File: config.mk
export PLATFORM = sky130hd
export DESIGN_NAME = dda_line_rasterizer_flat
export DESIGN_NICKNAME = d
export VERILOG_FILES = /design/src/rtl/dlr_pkg.sv /design/src/rtl/dlr_if.sv /design/src/rtl/dlr_div.sv /design/src/rtl/dlr_ctrl.sv /design/src/rtl/dlr_dpath.sv /design/src/rtl/dda_line_rasterizer.sv /design/src/flat_wrapper.sv
export SDC_FILE = /design/constraint.sdc
export NUM_CORES = 1
export LEC_CHECK = 0
export BUFFER_PORTS_ARGS = -buffer_cell sky130_fd_sc_hd__buf_2
export CAP_MARGIN = 20
export CORE_ASPECT_RATIO = 0.75
export CORE_MARGIN = 1.5
export CORE_UTILIZATION = 50
export CTS_BUF_LIST = sky130_fd_sc_hd__clkbuf_8
export DETAILED_ROUTE_END_ITERATION = 8
export HOLD_SLACK_MARGIN = 0.02
export PLACE_DENSITY = 0.74
export SETUP_SLACK_MARGIN = 0.5
export SYNTH_ARGS = -nofsm -noshare
export SYNTH_HDL_FRONTEND = slang
export SYNTH_SLANG_ARGS = --single-unit
File: constraint.sdc
create_clock -name i_clk -period 4.95 [get_ports i_clk]
set_input_delay 1.2375 -clock i_clk [delete_from_list [all_inputs] [get_ports i_clk]]
set_output_delay 1.2375 -clock i_clk [all_outputs]
set_load 0.01 [all_outputs]
File: src/rtl/dlr_pkg.sv
// shared types for the dda line rasteriser: controller states, command and status
// no dependencies
package dlr_pkg;

    typedef enum logic [1:0] {
        S_IDLE,
        S_SETUP,
        S_DIV,
        S_RUN
    } t_state;

    // controller to datapath
    typedef struct packed {
        logic load;
        logic setup;
        logic div_step;
        logic step;
    } t_cmd;

    // datapath to controller
    typedef struct packed {
        logic short_seg;
        logic div_last;
        logic out_free;
        logic final_pix;
    } t_status;

endpackage

File: src/rtl/dlr_if.sv
// valid/ready stream interfaces for segments in and pixels out
// no dependencies
interface dlr_seg_if #(
    parameter int COORD_BITS = 10
);
    logic                  valid;
    logic                  ready;
    logic [COORD_BITS-1:0] x_start;
    logic [COORD_BITS-1:0] y_start;
    logic [COORD_BITS-1:0] x_end;
    logic [COORD_BITS-1:0] y_end;

    modport source (output valid, x_start, y_start, x_end, y_end, input ready);
    modport sink   (input valid, x_start, y_start, x_end, y_end, output ready);
endinterface

interface dlr_pix_if #(
    parameter int COORD_BITS = 10
);
    logic                  valid;
    logic                  ready;
    logic [COORD_BITS-1:0] pixel_x;
    logic [COORD_BITS-1:0] pixel_y;
    logic                  last;
    logic                  clipped;

    modport source (output valid, pixel_x, pixel_y, last, clipped, input ready);
    modport sink   (input valid, pixel_x, pixel_y, last, clipped, output ready);
endinterface

File: src/rtl/dlr_div.sv
// restoring divider, one quotient bit per cycle while i_step is high: floor(mag * 2^FRAC_BITS / span)
// no package dependency; used twice by dlr_dpath
module dlr_div #(
    parameter int COORD_BITS = 10,
    parameter int FRAC_BITS  = 16
) (
    input  logic                  i_clk,
    input  logic                  i_load,
    input  logic                  i_step,
    input  logic [COORD_BITS-1:0] i_mag,
    input  logic [COORD_BITS-1:0] i_span,
    output logic [FRAC_BITS:0]    o_quot
);
    // remainder stays below twice the span
    logic [COORD_BITS:0] r_rem;
    logic [COORD_BITS:0] n_rem;
    logic [COORD_BITS:0] diff;
    logic [FRAC_BITS:0]  r_quot;
    logic                ge;

    always_comb begin
        ge   = (r_rem >= {1'b0, i_span});
        diff = r_rem - {1'b0, i_span};
        if (ge) begin
            n_rem = {diff[COORD_BITS-1:0], 1'b0};
        end else begin
            n_rem = {r_rem[COORD_BITS-1:0], 1'b0};
        end
    end

    always_ff @(posedge i_clk) begin
        if (i_load) begin
            r_rem  <= {1'b0, i_mag};
            r_quot <= '0;
        end else if (i_step) begin
            r_rem  <= n_rem;
            r_quot <= {r_quot[FRAC_BITS-1:0], ge};
        end
    end

    assign o_quot = r_quot;
endmodule

File: src/rtl/dlr_ctrl.sv
// controller state machine for the rasteriser
// depends on dlr_pkg
module dlr_ctrl (
    input  logic             i_clk,
    input  logic             i_rst_n,
    input  logic             i_seg_valid,
    output logic             o_seg_ready,
    input  dlr_pkg::t_status i_status,
    output dlr_pkg::t_cmd    o_cmd
);
    import dlr_pkg::*;

    t_state r_state;
    t_state n_state;

    always_ff @(posedge i_clk) begin
        if (!i_rst_n) begin
            r_state <= S_IDLE;
        end else begin
            r_state <= n_state;
        end
    end

    always_comb begin
        n_state = r_state;
        unique case (r_state)
            S_IDLE: begin
                if (i_seg_valid) n_state = S_SETUP;
            end
            S_SETUP: begin
                n_state = i_status.short_seg ? S_IDLE : S_DIV;
            end
            S_DIV: begin
                if (i_status.div_last) n_state = S_RUN;
            end
            S_RUN: begin
                if (i_status.out_free && i_status.final_pix) n_state = S_IDLE;
            end
            default: n_state = S_IDLE;
        endcase
    end

    always_comb begin
        o_seg_ready    = (r_state == S_IDLE);
        o_cmd.load     = (r_state == S_IDLE) && i_seg_valid;
        o_cmd.setup    = (r_state == S_SETUP);
        o_cmd.div_step = (r_state == S_DIV);
        o_cmd.step     = (r_state == S_RUN) && i_status.out_free;
    end
endmodule

File: src/rtl/dlr_dpath.sv
// datapath: deltas, span, two increment dividers, accumulators, output register
// depends on dlr_pkg and dlr_div
module dlr_dpath #(
    parameter int COORD_BITS = 10,
    parameter int FRAC_BITS  = 16,
    parameter int MAX_SPAN   = 64
) (
    input  logic                  i_clk,
    input  logic                  i_rst_n,
    input  dlr_pkg::t_cmd         i_cmd,
    output dlr_pkg::t_status      o_status,
    input  logic [COORD_BITS-1:0] i_x_start,
    input  logic [COORD_BITS-1:0] i_y_start,
    input  logic [COORD_BITS-1:0] i_x_end,
    input  logic [COORD_BITS-1:0] i_y_end,
    input  logic                  i_pix_ready,
    output logic                  o_pix_valid,
    output logic [COORD_BITS-1:0] o_pixel_x,
    output logic [COORD_BITS-1:0] o_pixel_y,
    output logic                  o_last,
    output logic                  o_clipped
);
    import dlr_pkg::*;

    localparam int ACC_W = COORD_BITS + FRAC_BITS;
    localparam int CNT_W = $clog2(MAX_SPAN);
    localparam int BIT_W = $clog2(FRAC_BITS + 1);

    logic [COORD_BITS-1:0] r_xs, r_ys, r_adx, r_ady, r_span;
    logic                  r_xneg, r_yneg, r_clip;
    logic [BIT_W-1:0]      r_bit;
    logic [CNT_W-1:0]      r_steps;
    logic [ACC_W-1:0]      r_xacc, r_yacc, n_xacc, n_yacc;
    logic [FRAC_BITS:0]    x_quot, y_quot;
    logic [COORD_BITS-1:0] span_c;
    logic                  clip_c;
    logic                  r_out_valid;
    logic [COORD_BITS-1:0] r_px, r_py;
    logic                  r_last, r_clip_out;

    always_comb begin
        span_c = (r_adx > r_ady) ? r_adx : r_ady;
        clip_c = (32'(span_c) > MAX_SPAN);
        // increment sign applied as add or subtract of the magnitude
        n_xacc = r_xneg ? r_xacc - ACC_W'(x_quot) : r_xacc + ACC_W'(x_quot);
        n_yacc = r_yneg ? r_yacc - ACC_W'(y_quot) : r_yacc + ACC_W'(y_quot);
    end

    always_ff @(posedge i_clk) begin
        if (i_cmd.load) begin
            r_xs   <= i_x_start;
            r_ys   <= i_y_start;
            r_xneg <= (i_x_end < i_x_start);
            r_yneg <= (i_y_end < i_y_start);
            r_adx  <= (i_x_end >= i_x_start) ? i_x_end - i_x_start : i_x_start - i_x_end;
            r_ady  <= (i_y_end >= i_y_start) ? i_y_end - i_y_start : i_y_start - i_y_end;
        end
        if (i_cmd.setup) begin
            r_span <= span_c;
            r_clip <= clip_c;
            r_xacc <= {r_xs, {FRAC_BITS{1'b0}}};
            r_yacc <= {r_ys, {FRAC_BITS{1'b0}}};
        end else if (i_cmd.step) begin
            r_xacc     <= n_xacc;
            r_yacc     <= n_yacc;
            r_px       <= n_xacc[ACC_W-1:FRAC_BITS];
            r_py       <= n_yacc[ACC_W-1:FRAC_BITS];
            r_last     <= (r_steps == CNT_W'(1));
            r_clip_out <= r_clip;
        end
    end

    // control counters and output valid
    always_ff @(posedge i_clk) begin
        if (!i_rst_n) begin
            r_bit       <= '0;
            r_steps     <= '0;
            r_out_valid <= 1'b0;
        end else begin
            if (i_cmd.setup) begin
                r_bit   <= BIT_W'(FRAC_BITS);
                r_steps <= clip_c ? CNT_W'(MAX_SPAN - 1) : CNT_W'(span_c - COORD_BITS'(1));
            end else begin
                if (i_cmd.div_step) r_bit <= r_bit - BIT_W'(1);
                if (i_cmd.step) r_steps <= r_steps - CNT_W'(1);
            end
            if (i_cmd.step) begin
                r_out_valid <= 1'b1;
            end else if (i_pix_ready) begin
                r_out_valid <= 1'b0;
            end
        end
    end

    dlr_div #(.COORD_BITS(COORD_BITS), .FRAC_BITS(FRAC_BITS)) u_div_x (
        .i_clk  (i_clk),
        .i_load (i_cmd.setup),
        .i_step (i_cmd.div_step),
        .i_mag  (r_adx),
        .i_span (r_span),
        .o_quot (x_quot)
    );

    dlr_div #(.COORD_BITS(COORD_BITS), .FRAC_BITS(FRAC_BITS)) u_div_y (
        .i_clk  (i_clk),
        .i_load (i_cmd.setup),
        .i_step (i_cmd.div_step),
        .i_mag  (r_ady),
        .i_span (r_span),
        .o_quot (y_quot)
    );

    always_comb begin
        o_status.short_seg = (span_c < COORD_BITS'(2));
        o_status.div_last  = (r_bit == '0);
        o_status.out_free  = !r_out_valid || i_pix_ready;
        o_status.final_pix = (r_steps == CNT_W'(1));
    end

    assign o_pix_valid = r_out_valid;
    assign o_pixel_x   = r_px;
    assign o_pixel_y   = r_py;
    assign o_last      = r_last;
    assign o_clipped   = r_clip_out;
endmodule

File: src/rtl/dda_line_rasterizer.sv
// top level of the dda line rasteriser: controller plus datapath
// depends on dlr_pkg, dlr_if, dlr_ctrl, dlr_dpath
//
//  port    | dir | transfer moves                        | flow
//  i_seg   | in  | x_start, y_start, x_end, y_end        | one segment per transfer
//  o_pix   | out | pixel_x, pixel_y, last, clipped       | 0 to MAX_SPAN-1 pixels per segment
//
// the increment division runs first, one quotient bit a cycle
// each pixel after that costs one accumulator add; pixels wait while o_pix is stalled
// spans of 0 or 1 go from setup straight back to idle with no pixel
// next segment is taken while the last pixel still sits in the output register
// synchronous active-low reset clears the state machine, counters and output valid
module dda_line_rasterizer #(
    parameter int COORD_BITS = 10,
    parameter int FRAC_BITS  = 16,
    parameter int MAX_SPAN   = 64
) (
    input  logic     i_clk,
    input  logic     i_rst_n,
    dlr_seg_if.sink   i_seg,
    dlr_pix_if.source o_pix
);
    import dlr_pkg::*;

    // command and status between the two halves
    t_cmd    cmd;
    t_status status;

    dlr_ctrl u_ctrl (
        .i_clk       (i_clk),
        .i_rst_n     (i_rst_n),
        .i_seg_valid (i_seg.valid),
        .o_seg_ready (i_seg.ready),
        .i_status    (status),
        .o_cmd       (cmd)
    );

    // datapath holds the output register, so pixel handshake lives there
    dlr_dpath #(
        .COORD_BITS (COORD_BITS),
        .FRAC_BITS  (FRAC_BITS),
        .MAX_SPAN   (MAX_SPAN)
    ) u_dpath (
        .i_clk       (i_clk),
        .i_rst_n     (i_rst_n),
        .i_cmd       (cmd),
        .o_status    (status),
        .i_x_start   (i_seg.x_start),
        .i_y_start   (i_seg.y_start),
        .i_x_end     (i_seg.x_end),
        .i_y_end     (i_seg.y_end),
        .i_pix_ready (o_pix.ready),
        .o_pix_valid (o_pix.valid),
        .o_pixel_x   (o_pix.pixel_x),
        .o_pixel_y   (o_pix.pixel_y),
        .o_last      (o_pix.last),
        .o_clipped   (o_pix.clipped)
    );
endmodule

File: src/flat_wrapper.sv
// flat-port wrapper written by rule: the top's interface ports become plain ports
module dda_line_rasterizer_flat import dlr_pkg::*;
#(
    parameter int COORD_BITS = 10,
    parameter int FRAC_BITS  = 16,
    parameter int MAX_SPAN   = 64
)
  (i_clk, i_rst_n, i_seg_valid, i_seg_x_start, i_seg_y_start, i_seg_x_end, i_seg_y_end, i_seg_ready, o_pix_valid, o_pix_pixel_x, o_pix_pixel_y, o_pix_last, o_pix_clipped, o_pix_ready);
  dlr_seg_if #(.COORD_BITS(COORD_BITS)) i_seg_i ();
  dlr_pix_if #(.COORD_BITS(COORD_BITS)) o_pix_i ();
  input  logic i_clk;
  input  logic i_rst_n;
  input wire logic [$bits(i_seg_i.valid)-1:0] i_seg_valid;
  input wire logic [$bits(i_seg_i.x_start)-1:0] i_seg_x_start;
  input wire logic [$bits(i_seg_i.y_start)-1:0] i_seg_y_start;
  input wire logic [$bits(i_seg_i.x_end)-1:0] i_seg_x_end;
  input wire logic [$bits(i_seg_i.y_end)-1:0] i_seg_y_end;
  output wire logic [$bits(i_seg_i.ready)-1:0] i_seg_ready;
  output wire logic [$bits(o_pix_i.valid)-1:0] o_pix_valid;
  output wire logic [$bits(o_pix_i.pixel_x)-1:0] o_pix_pixel_x;
  output wire logic [$bits(o_pix_i.pixel_y)-1:0] o_pix_pixel_y;
  output wire logic [$bits(o_pix_i.last)-1:0] o_pix_last;
  output wire logic [$bits(o_pix_i.clipped)-1:0] o_pix_clipped;
  input wire logic [$bits(o_pix_i.ready)-1:0] o_pix_ready;
  assign i_seg_i.valid = i_seg_valid;
  assign i_seg_i.x_start = i_seg_x_start;
  assign i_seg_i.y_start = i_seg_y_start;
  assign i_seg_i.x_end = i_seg_x_end;
  assign i_seg_i.y_end = i_seg_y_end;
  assign i_seg_ready = i_seg_i.ready;
  assign o_pix_valid = o_pix_i.valid;
  assign o_pix_pixel_x = o_pix_i.pixel_x;
  assign o_pix_pixel_y = o_pix_i.pixel_y;
  assign o_pix_last = o_pix_i.last;
  assign o_pix_clipped = o_pix_i.clipped;
  assign o_pix_i.ready = o_pix_ready;
  dda_line_rasterizer #(.COORD_BITS(COORD_BITS), .FRAC_BITS(FRAC_BITS), .MAX_SPAN(MAX_SPAN)) u_core (.i_clk(i_clk), .i_rst_n(i_rst_n), .i_seg(i_seg_i), .o_pix(o_pix_i));
endmodule
==> results of run 1 <==
==> layout make-up <==
cell class / instances / area (um2) / share of cell area, %
clock buffers: 17 / 234.0 / 1.621
flip-flops and latches: 197 / 5095 / 35.29
repair buffers: 80 / 432.9 / 2.999
inverters: 107 / 401.6 / 2.782
clock inverters: 14 / 160.2 / 1.109
multi-input cells: 1081 / 7682 / 53.22
well taps: 344 / 430.4 / 2.981
==> worst paths after layout <==
path         slack [ns]                        startpoint                        end  depth (start not counted)
max                0.87  u_core.u_dpath.u_div_x.o_quot[2]  u_core.u_dpath.r_xacc[23]                         17
min                0.44             u_core.u_dpath.r_clip   u_core.u_dpath.o_clipped                          0
max reg2reg        0.87  u_core.u_dpath.u_div_x.o_quot[2]  u_core.u_dpath.r_xacc[23]                         17
min reg2reg        0.44             u_core.u_dpath.r_clip   u_core.u_dpath.o_clipped                          0
==> power groups by stage <==
stage                     sequential, mW  combinational, mW  clock [mW]
after floorplan                     2.20               2.42           0
after global placement              2.25               3.01           0
after detailed placement            2.25               3.08           0
after CTS                           2.22               3.11        1.09
after global routing                2.24               3.51        1.15
final                               2.22               3.17        1.07
==> metal layers <==
metal | part of all wire [%] | wire, um
met1 | 49 | 15280
met2 | 43 | 13320
met3 | 6.6 | 2064
met4 | 1.7 | 515
met5 | 0 | 0
==> state kept, by name (all words and copies together) (netlist names), named ones only <==
signal	cells
u_core.u_ctrl.r_state	1
u_core.u_dpath.o_clipped	1
u_core.u_dpath.o_last	1
u_core.u_dpath.o_pix_valid	1
u_core.u_dpath.o_pixel_x	10
u_core.u_dpath.o_pixel_y	10
u_core.u_dpath.r_adx	10
u_core.u_dpath.r_ady	10
u_core.u_dpath.r_bit	5
u_core.u_dpath.r_clip	1
u_core.u_dpath.r_span	10
u_core.u_dpath.r_steps	6
u_core.u_dpath.r_xacc	26
u_core.u_dpath.r_xneg	1
u_core.u_dpath.r_xs	10
u_core.u_dpath.r_yacc	26
u_core.u_dpath.r_yneg	1
u_core.u_dpath.r_ys	10
u_core.u_dpath.u_div_x.o_quot	17
u_core.u_dpath.u_div_x.r_rem	11
u_core.u_dpath.u_div_y.o_quot	17
u_core.u_dpath.u_div_y.r_rem	11
==> stage by stage <==
step / cell area [um2] / worst slack (ns) / total power, mW
2_1_floorplan: 13350 / 1.114 / 4.622
3_3_place_gp: 14010 / 0.9588 / 5.260
3_5_place_dp: 14010 / 0.7510 / 5.336
4_1_cts: 14400 / 0.7190 / 6.412
5_1_grt: 14440 / 0.4875 / 6.903
6_report: 14440 / 0.8740 / 6.456
==> critical path, delay by kind of cell, from the launching register on <==
kind / cells / cell delay, ns
AND/OR/NAND/NOR: 9 / 1.76
adder cells (fa/ha/maj): 1 / 0.36
flip-flops: 1 / 0.39
AO/OA/AOI/OAI: 5 / 0.97
XOR/XNOR: 2 / 0.34
==> layout by cell type (no fill, tap or decap), drive strengths merged, types with 49 or more instances in the layout <==
cell type | Yosys | layout
buf | 14 | 80
mux2i | 50 | 50
xnor2 | 76 | 76
nand2 | 111 | 111
a21oi | 111 | 111
dfxtp | 82 | 82
o21ai | 69 | 69
ha | 130 | 130
a21o | 49 | 49
edfxtp | 115 | 115
inv | 106 | 114
nor2 | 130 | 130
==> kinds of logic (layout without fill, tap and decap cells) <==
group | Yosys count | count (layout) | share of synthesized area (%)
DFF | 197 | 197 | 38.17
AOI/OAI and AO/OA | 371 | 371 | 17.91
adders and majority gates | 138 | 138 | 13.39
muxes | 59 | 59 | 4.509
buffers and inverters | 160 | 218 | 4.697
xor gates and xnor gates | 108 | 108 | 7.087
and+or+nand+nor | 405 | 405 | 14.24
==> timing repair <==
item | in CTS | in global routing
resized for setup | 0 | 7
setup endpoints to repair | 0 | 10
setup buffers | 0 | 1
==> flow_metrics.py, run 1 <==
metrics = {
    "routing": {
        "drt_iter0_drc": 938,
        "drc_errors": 0,
        "wire_per_inst_um": 16.95,
        "viasPerCell": 5.820,
        "postRouteAntennaNets": 0,
        "drtPass1Iterations": 6,
        "wl_um": 31180,
        "vias": 10709,
    },
    "hold_path": {
        "hp-class": "register to register",
    },
    "placed_design": {
        "numPortBuffers": 67,
        "gp_congestion": 0.9493,
        "place_inst": 1808,
        "dpl.hpwl_um": 23160,
    },
    "pwr": {
        "p_int_mw": 3.793,
        "power_density_nw_per_um2": 447.2,
        "clockPowerShare_pct": 16.5,
        "vdd_drop_max_uv": 230.7,
        "cellLeakagePower_nw": 5.947,
        "p_sw_mw": 2.663,
        "swShare_pct": 41.25,
        "comb_power_share_pct": 49.1,
        "seq_power_share_pct": 34.4,
    },
    "timing": {
        "rsz0062_at_grt": "true",
        "finalCriticalPeriod_ns": 4.076,
        "holdWs_ns": 0.4400,
        "max_freq_mhz": 245.3,
        "tns_ns": 0,
        "hold_viol_final": 0,
        "finClkSkew_ns": 0.02188,
        "relSlewSlack_pct": 30.13,
        "drv_slew": 0,
        "worst_slew_pin_slew_ns": 1.048,
        "setup_violations": 0,
        "post-route-period-util_pct": 82.34,
    },
    "cts": {
        "path_clk_slew_ns": 0.11,
        "cts-root-buf": "clkbuf_8",
        "insertion_delay_ns": 0.49,
        "cts-buffers-inserted": 17,
        "cts_tree": "yes",
        "htreeDepth": 4,
        "cts_max_path_buffers": 2,
        "cts_hold_buf": 0,
        "cts_sinks": 197,
    },
    "die": {
        "rows": 51,
        "die_area_um2": 27690,
        "core_um2": 26100,
        "io_pins": 68,
        "start_util_pct": 51.14,
        "die_w_um": 191.7,
        "die_h_um": 144.5,
    },
    "finish": {
        "diodes": 0,
        "drive_gt1_share_pct": 9.559,
        "fin_util_pct": 55.31,
        "final_cells": 1840,
        "nets": 1666,
        "syn_to_final_growth_pct": 8.165,
        "fill_cells": 2298,
    },
    "worst_setup_path": {
        "path_class": "register to register",
        "crit_arrival_ns": 4.33,
        "crit_chain": "nor3_2, nand2_1, nor3_2, nor4b_4, and3b_2, a21oi_1, xnor2_1, ha_1, nand2_1, nor2_1, nand4_1, a21oi_1, nor2_1, a31oi_1, a21oi_1, xnor2_1, a22o_1",
        "cp-start-kind": "register",
        "slowest_stage": "dfxtp_1",
        "required_ns": 5.20,
        "endpoint_kind": "register",
        "critPathMaxFanout": 6,
        "critical-path-max-stage-delay_ns": 0.39,
        "path_common_cell": "a21oi_1",
    },
    "run_status": {
        "outcome": "complete, no violations",
    },
    "logic_synthesis": {
        "yosysMostFrequentCell": "ha_1",
        "ys_ff_latch": 197,
        "synth-edff-count": 115,
        "async_flop_share_pct": 0,
        "synth_fp_nets": 1620,
        "yosysSeqAreaShare_pct": 38.17,
        "ys_types": 70,
        "netlist_instances": 1438,
        "synth_commonest_cells": "ha_1 (130), nor2_1 (129), edfxtp_1 (115), a21oi_1 (111), nand2_1 (111)",
        "netlist_area_um2": 13350,
        "synthTopCellsByArea": "edfxtp_1 (26%), dfxtp_1 (12%), ha_1 (12%), xnor2_1 (5.0%), a21oi_1 (4.2%)",
        "postSynthAreaPerCell_um2": 9.281,
        "ys.flop_type": "edfxtp_1",
        "synth_top_area_share_pct": 25.87,
        "synth_warnings": 0,
        "synth_top_cell_by_area": "edfxtp_1",
    },
    "global_routing": {
        "antenna_found_initial": 0,
        "grt_usage_pct": 23.13,
        "grtUsageMet1_pct": 33.58,
        "grt_start_max_net_pins": 71,
        "grt_pass1_wl_um": 50560,
        "grt_pass1_vias": 9912,
        "grt_use_met3_pct": 4.635,
        "top_usage_layer": "met2",
        "use_met2_pct": 34.61,
        "grt_overflow": 0,
    },
    "run": {
        "cap_violations": 0,
    },
}
Power figures use the tool's default switching activity.
==> run 2: changes to the inputs <==
PLACE_DENSITY = 0.77   (was 0.74)
clock period = 3.7 ns   (was 4.95 ns; I/O delays follow)
==> flow_metrics.py, run 2 (synthesis gave the netlist of run 1 again) <==
metrics = {
    "routing": {
        "vias": 11601,
        "drtPass1Iterations": 5,
        "postRouteAntennaNets": 0,
        "wl_um": 35680,
        "wire_per_inst_um": 18.28,
        "drc_errors": 0,
        "drt_iter0_drc": 1033,
        "viasPerCell": 5.943,
    },
    "pwr": {
        "vdd_drop_max_uv": 296.6,
        "power_density_nw_per_um2": 632.1,
        "cellLeakagePower_nw": 6.693,
    },
    "timing": {
        "finalCriticalPeriod_ns": 3.814,
        "finClkSkew_ns": 0.02391,
        "max_freq_mhz": 262.2,
        "drv_slew": 0,
        "post-route-period-util_pct": 103.1,
        "rsz0062_at_grt": "true",
        "worst_slew_pin_slew_ns": 1.077,
        "tns_ns": -0.1919,
        "relSlewSlack_pct": 28.23,
        "worst_slack_ns": -0.1136,
        "setup_violations": 3,
        "holdWs_ns": 0.4366,
        "hold_viol_final": 0,
    },
    "worst_setup_path": {
        "path_class": "register to register",
        "required_ns": 3.95,
        "critPathMaxFanout": 4,
        "r2r_end": "u_core.u_dpath.r_xacc[25]",
        "startpoint": "u_core.u_dpath.u_div_x.o_quot[4]",
        "r2r_start": "u_core.u_dpath.u_div_x.o_quot[4]",
        "rr_worst_depth": 19,
        "rrSetupSlack_ns": -0.11,
        "cp-start-kind": "register",
        "crit_arrival_ns": 4.06,
        "endpoint_kind": "register",
    },
    "placed_design": {
        "numPortBuffers": 67,
        "dpl.hpwl_um": 23500,
        "gp_congestion": 0.9207,
    },
    "hold_path": {
        "min_to": "u_core.u_dpath.o_clipped",
        "hp-start": "u_core.u_dpath.r_clip",
        "min_path_cells": 0,
        "hp-class": "register to register",
    },
    "cts": {
        "path_clk_slew_ns": 0.11,
        "insertion_delay_ns": 0.49,
        "cts-root-buf": "clkbuf_8",
        "cts_sinks": 197,
        "cts_max_path_buffers": 2,
        "htreeDepth": 4,
        "cts_tree": "yes",
        "cts-buffers-inserted": 17,
    },
    "global_routing": {
        "grt_start_max_net_pins": 67,
        "antenna_found_initial": 0,
        "grt_pass1_wl_um": 52630,
        "grt_pass1_vias": 10444,
        "grt_overflow": 0,
        "grt_usage_pct": 24.05,
    },
    "finish": {
        "layout_commonest_cell": "nor2_1",
        "nets": 1777,
        "diodes": 0,
        "final_cell_mix": "nor2_1 (117), ha_1 (116), edfxtp_1 (115)",
        "syn_to_final_growth_pct": 21.59,
        "largest_registers": "u_core.u_dpath.r_xacc x26, u_core.u_dpath.r_yacc x26",
        "fill_cells": 1960,
        "drive_gt1_share_pct": 23.82,
    },
    "die": {
        "die_area_um2": 27690,
        "die_h_um": 144.5,
        "die_w_um": 191.7,
        "start_util_pct": 51.14,
        "rows": 51,
        "io_pins": 68,
        "core_um2": 26100,
    },
    "run_status": {
        "outcome": "finished, violations left",
        "violations": "negative setup slack",
    },
    "run": {
        "cap_violations": 0,
    },
}
[run 2: where the power goes]
| group | total, mW | switching, mW | internal, mW |
|---|---|---|---|
| clock network | 1.33 | 0.849 | 0.482 |
| registers | 2.95 | 0.174 | 2.78 |
| logic | 5.97 | 3.23 | 2.74 |
[run 2: how the worst max path moves through the flow]
| stage | end | cells past startpoint |
|---|---|---|
| 2_1_floorplan | u_core.u_dpath.r_xacc[25] | 18 |
| 3_3_place_gp | u_core.u_dpath.r_xacc[25] | 18 |
| 3_5_place_dp | u_core.u_dpath.r_xacc[24] | 17 |
| 4_1_cts | u_core.u_dpath.r_xacc[25] | 17 |
| 5_1_grt | u_core.u_dpath.r_xacc[25] | 19 |
| 6_report | u_core.u_dpath.r_xacc[25] | 19 |
[run 2: metal layers]
metal	global-route usage (%)	up-vias	wire, um
met4	6.456	0	1127
met5	0	-	0
met1	33.24	5547	15470
li1	-	5466	-
met2	38.25	493	16580
met3	5.047	95	2501
[run 2: per-stage QoR]
stage | util [%] | setup slack (ns) | power (mW) | instances | cell area [um2]
2_1_floorplan | - | 0.1868 | 6.302 | 1438 | 13590
3_3_place_gp | 55.52 | 0.09617 | 7.250 | 1842 | 14490
6_report | 62.18 | -0.1136 | 10.26 | 1952 | 16230
5_1_grt | 62.18 | -0.3300 | 10.85 | 1952 | 16230
4_1_cts | 59.43 | 0.05799 | 9.226 | 1922 | 15510
3_5_place_dp | 55.52 | -0.09289 | 7.379 | 1842 | 14490
[run 2: critical path: stages (launching register included)]
cell	delay [ns]
dfxtp_2	0.35
nor3_4	0.20
nand2_2	0.10
nor3_4	0.13
buf_4	0.14
nand3b_1	0.15
nor4_4	0.26
buf_4	0.19
a21oi_2	0.07
xnor2_1	0.13
ha_1	0.36
nand3_1	0.13
nand2_1	0.07
a221oi_2	0.29
nor2b_1	0.10
nor2_2	0.16
a31oi_2	0.13
a211o_1	0.30
xnor2_1	0.14
a22o_1	0.18
[run 2: what timing repair did]
item | CTS | global route
resized for setup | 63 | 100
hold buffers | 0 | 0
setup buffers | 48 | 30
pin swaps | 68 | 52
setup endpoints to repair | 45 | 62
[run 2: final cells by class]
type	count	area (um2)	area share (%)
Timing Repair Buffer	191	1358	8.365
Multi-Input combinational cell	1081	8566	52.78
Tap cell	344	430.4	2.652
Inverter	107	404.1	2.490
Clock buffer	17	234.0	1.442
Sequential cell	197	5115	31.52
Clock inverter	15	121.4	0.7479
